$ cat src/tnet_pkg.sv
// ----------------------------------------------------------------------------
// tnet_pkg
// Shared types and constants of the timed note event table.
// ----------------------------------------------------------------------------
package tnet_pkg;

	localparam int TIME_W   = 64;
	localparam int OFFSET_W = 16;
	localparam int LIMIT_W  = 7;

	localparam logic [LIMIT_W-1:0] MAX_OUT = 7'd64;

	typedef enum logic [1:0] {
		OP_PUSH    = 2'd0,
		OP_COLLECT = 2'd1,
		OP_CLEAR   = 2'd2,
		OP_NONE    = 2'd3
	} op_t;

	typedef struct packed {
		logic       kind;
		logic [7:0] track;
		logic [6:0] note;
		logic [6:0] velocity;
	} info_t;

	typedef struct packed {
		logic clr;
		logic eval;
	} scan_ctl_t;

endpackage

$ cat src/tnet_scan.sv
// ----------------------------------------------------------------------------
// tnet_scan
// Shared window check and best-event compare, one stored entry per cycle while eval is set.
// ----------------------------------------------------------------------------
module tnet_scan import tnet_pkg::*; #(
	parameter int IDX_W = 6
) (
	input  logic                clk,
	input  logic                arst_n,
	input  scan_ctl_t           ctl,
	input  logic [TIME_W-1:0]   rd_time,
	input  info_t               rd_info,
	input  logic [IDX_W-1:0]    rd_idx,
	input  logic                rd_taken,
	input  logic [TIME_W-1:0]   blk_start,
	input  logic [OFFSET_W-1:0] blk_frames,
	output logic                have,
	output logic [IDX_W-1:0]    sel_idx,
	output info_t               sel_info,
	output logic [OFFSET_W-1:0] sel_offset
);

	logic [TIME_W:0]   diff;
	logic              in_win;
	logic              better;
	logic              have_q;
	logic [TIME_W-1:0] best_time_q;

	always_comb begin
		diff   = {1'b0, rd_time} - {1'b0, blk_start};
		in_win = !diff[TIME_W] && (diff[TIME_W-1:OFFSET_W] == '0)
			&& (diff[OFFSET_W-1:0] < blk_frames);
		better = !have_q || (rd_time < best_time_q)
			|| ((rd_time == best_time_q) && rd_info.kind && !sel_info.kind);
	end

	always_ff @(posedge clk or negedge arst_n) begin
		if (!arst_n) begin
			have_q <= 1'b0;
		end else if (ctl.clr) begin
			have_q <= 1'b0;
		end else if (ctl.eval && !rd_taken && in_win && better) begin
			have_q <= 1'b1;
		end
	end

	always_ff @(posedge clk) begin
		if (!ctl.clr && ctl.eval && !rd_taken && in_win && better) begin
			best_time_q <= rd_time;
			sel_idx     <= rd_idx;
			sel_info    <= rd_info;
			sel_offset  <= diff[OFFSET_W-1:0];
		end
	end

	assign have = have_q;

endmodule

$ cat config.mk
export PLATFORM = sky130hd
export DESIGN_NAME = tnet_scan
export DESIGN_NICKNAME = d
export VERILOG_FILES = /design/src/tnet_pkg.sv /design/src/tnet_scan.sv
export SDC_FILE = /design/constraint.sdc
export NUM_CORES = 1
export LEC_CHECK = 0
export ABC_AREA = 1
export BUFFER_PORTS_ARGS = -buffer_cell sky130_fd_sc_hd__buf_2
export CORE_ASPECT_RATIO = 0.5
export CORE_MARGIN = 3
export CORE_UTILIZATION = 25
export DETAILED_ROUTE_END_ITERATION = 10
export PLACE_DENSITY = 0.46
export RECOVER_POWER = 100
export SYNTH_ARGS = -nofsm -noshare
export SYNTH_HDL_FRONTEND = slang
export SYNTH_SLANG_ARGS = --single-unit
$ cat constraint.sdc
create_clock -name clk -period 19.9 [get_ports clk]
set_clock_uncertainty 0.1 [all_clocks]
set_input_delay 3.98 -clock clk [delete_from_list [all_inputs] [get_ports clk]]
set_output_delay 3.98 -clock clk [all_outputs]
set_load 0.005 [all_outputs]
==> impl_results.md <==
- Outcome: finished with violations
- Failing checks: max-capacitance violations, max-slew violations
- Post-DP HPWL: 35290 um
- Pwr/cell area: 51.44 nW/um^2
- Post-route setup slack: about 7700 ps
- Clock Sinks: 110
- Clock-pin slew on the worst setup and hold paths: 90 ps
- WL/cell: 15.10 um
- Largest net degree at the start of global routing: 74
- Final layout net count: 2355
- CTS tree: built
- Hold Startpoint: have
- Via/cell ratio: ~4.3
- Netlist cell types: 36
- Worst setup path category: input pin to register
- Max Cap Viol: 2
- Setup_tns: 0 ps
- Initial Util: 0.2552
- 1st-iter DRT viols: 715
- Core area: 45630 um^2
- Peak supply drop: 0.00004584 V
- Area share of the largest cell type after synthesis: 0.2811
- Layout area overhead: 17.70%
- TritonCTS Buffers: 9
- Req. time, crit path: 19710 ps
- Largest area contributor in the netlist: edfxtp_1
- Reg2reg start: best_time_q[23]
- Syn Nets: 2119
- CP Capture Type: register
- Crit path DAT: 11980 ps
- RSZ-0062 raised after global routing: no
- Initial antenna violation count: 0
- Fin Hold WS: around 850 ps
- Post-CTS Hold Fix Bufs: 0
- Htree depth: 3
- Max Freq: approximately 82 MHz
- Non-filler instance count after layout: 2665
- Routed WL: 40240 um
- Number of global-route vias before repair: approximately 11000
- Dpl cells: approximately 2600
- Die area: 49360 um^2
- Synthesized area per cell: between 6 and 7 um^2
- Hold depth: 3
- Tmin final: 12170 ps
- Layout cells sized above 1: 0.08734
- Vias: 11351
- # diodes: 0
- Clock Tree Buf Depth: 2
- DRC Markers: 0
- Top-Level Pins: 224
- Finish-stage setup viols: 0
- Congestion Overflow GR: 0
- Worst skew pair latency: 410 ps
- Port Buffers: 223
- CTS root buf: clkbuf_16
- Max-slew violations: 110
- Post-synth EDFFs: between 100 and 150
- Fin crit share: 0.6117
- Area of the mapped netlist: 11640 um^2
- Flops & latches, synth: 110
- Post-CTS sizing: 0
- Total GRT Usage: 0.1587
- FF-to-FF End: sel_info[5]
- Top cells by area, synth: edfxtp_1, nand2_1, ha_1, inv_1, nor2_1
- Hold/Removal Path Class: register to register
- Ys Warns: 0
- Worst Path Max Fanout: 73
- Final hold violations: 0
- Final ANT Viol Nets: 0
- Die Height: between 150 and 200 um
- R2r setup slk: about 12000 ps
- Core Rows: 55
- Pre-Repair DR Iteration Count: 5
- Register area share after synthesis: 0.2832
- Slew Limit Headroom: -1.827
- Pleak: 7.444 nW
- Most frequently used flop master after synthesis: edfxtp_1
- Placer congestion estimate: 0.9665
- Post-CTS Setup Bufs: 0
- Hold Path End: have
- R2R depth: 18
- Chip width: 311.2 um
- Syn Inst Count: 1797
- Slew @ Worst Pin: 4241 ps
- Async S/R FF share, synth: 0.009091
- Synth top cells by count: nand2_1, inv_1, nor2_1, ha_1, edfxtp_1
- Global-route wire length before repair: 59710 um
- Setup WS pre-CTS: ~11000 ps
- Most common cell in the synthesized netlist: nand2_1
- CP startpoint kind: input pin
[routing by layer]
layer,track usage,routed length (um),vias up
met1,0.2098,19180,5076
met2,0.2741,18750,201
met3,0.02952,1817,29
li1,-,-,6045
met4,0.02989,491,0
met5,0,0,-
[critical path, stage by stage]
cell      delay [ps]
buf_2             90
inv_1             50
ha_1             230
fa_1             430
nor2_1           170
nand2_1           60
nand3_1          130
nand2_1           80
nand3_1          180
xor2_1           210
ha_1             250
inv_1             70
nor3_1            50
nor2_1           110
nand3_1           90
nor2_1           150
nand2_1           70
nor2_1            90
nand3_1           90
nor2_2           120
nand3_1           90
nor2_1           330
clkbuf_1        1690
clkbuf_1        3080
[worst max path at each step]
stage	end	from
3_3_place_gp	sel_offset[11]	rd_time[39]
5_1_grt	best_time_q[32]	rd_time[1]
4_1_cts	sel_info[21]	rd_time[39]
2_1_floorplan	best_time_q[0]	rd_time[0]
6_report	sel_info[5]	rd_time[0]
3_5_place_dp	sel_offset[11]	rd_time[39]
[sequential cells by signal, indices dropped and copies added, names as in the netlist]
register     cells
sel_offset      16
best_time_q     64
sel_idx          6
sel_info        23
have             1
[logic make-up after synthesis]
| group | Yosys count | share of synthesized area |
|---|---|---|
| AND/OR/NAND/NOR | 932 | 0.3349 |
| XOR/XNOR | 16 | 0.01203 |
| buffers and inverters | 440 | 0.1418 |
| AO/OA/AOI/OAI | 155 | 0.07263 |
| adder cells (fa/ha/maj) | 144 | 0.1554 |
| flip-flops | 110 | 0.2832 |
[layout make-up]
type,count,area [um^2]
fill,5156,31920
sequential,110,3298
clock buffer,9,225.2
multi-input combinational,1247,6661
tap,627,784.5
inverter,440,1652
timing repair buffer,225,993.5
clock inverter,7,91.34
[layout by cell type (no fill, tap or decap), types with 6 or more instances in the layout]
master / count
o21bai_1: 14
nor2_2: 13
nand3_2: 7
nor3_1: 10
clkbuf_16: 9
inv_2: 6
edfxtp_1: 109
clkbuf_1: 106
nand4_1: 23
o21ai_0: 28
nand2_1: 594
a21oi_1: 99
ha_1: 143
inv_1: 433
xor2_1: 13
nand3_1: 89
buf_2: 119
nor2_1: 167
nand2_2: 9
[where the power goes]
part                     switching [W]  internal [W]  total (W)
combinational                 0.000160     0.0000828   0.000243
sequential     0.000000000000000000507      0.000256   0.000256
clock                         0.000115     0.0000917   0.000207
[stage by stage]
stage	util	power, W	instance area [um^2]
4_1_cts	0.3043	0.0007166	13880
6_report	0.3004	0.0007050	13710
3_5_place_dp	0.2974	0.0005069	13570
3_3_place_gp	0.2974	0.0005062	13570
5_1_grt	0.3004	0.0007541	13710
2_1_floorplan	-	0.0004214	11640
Note: power is estimated with default switching activity, not from simulation.
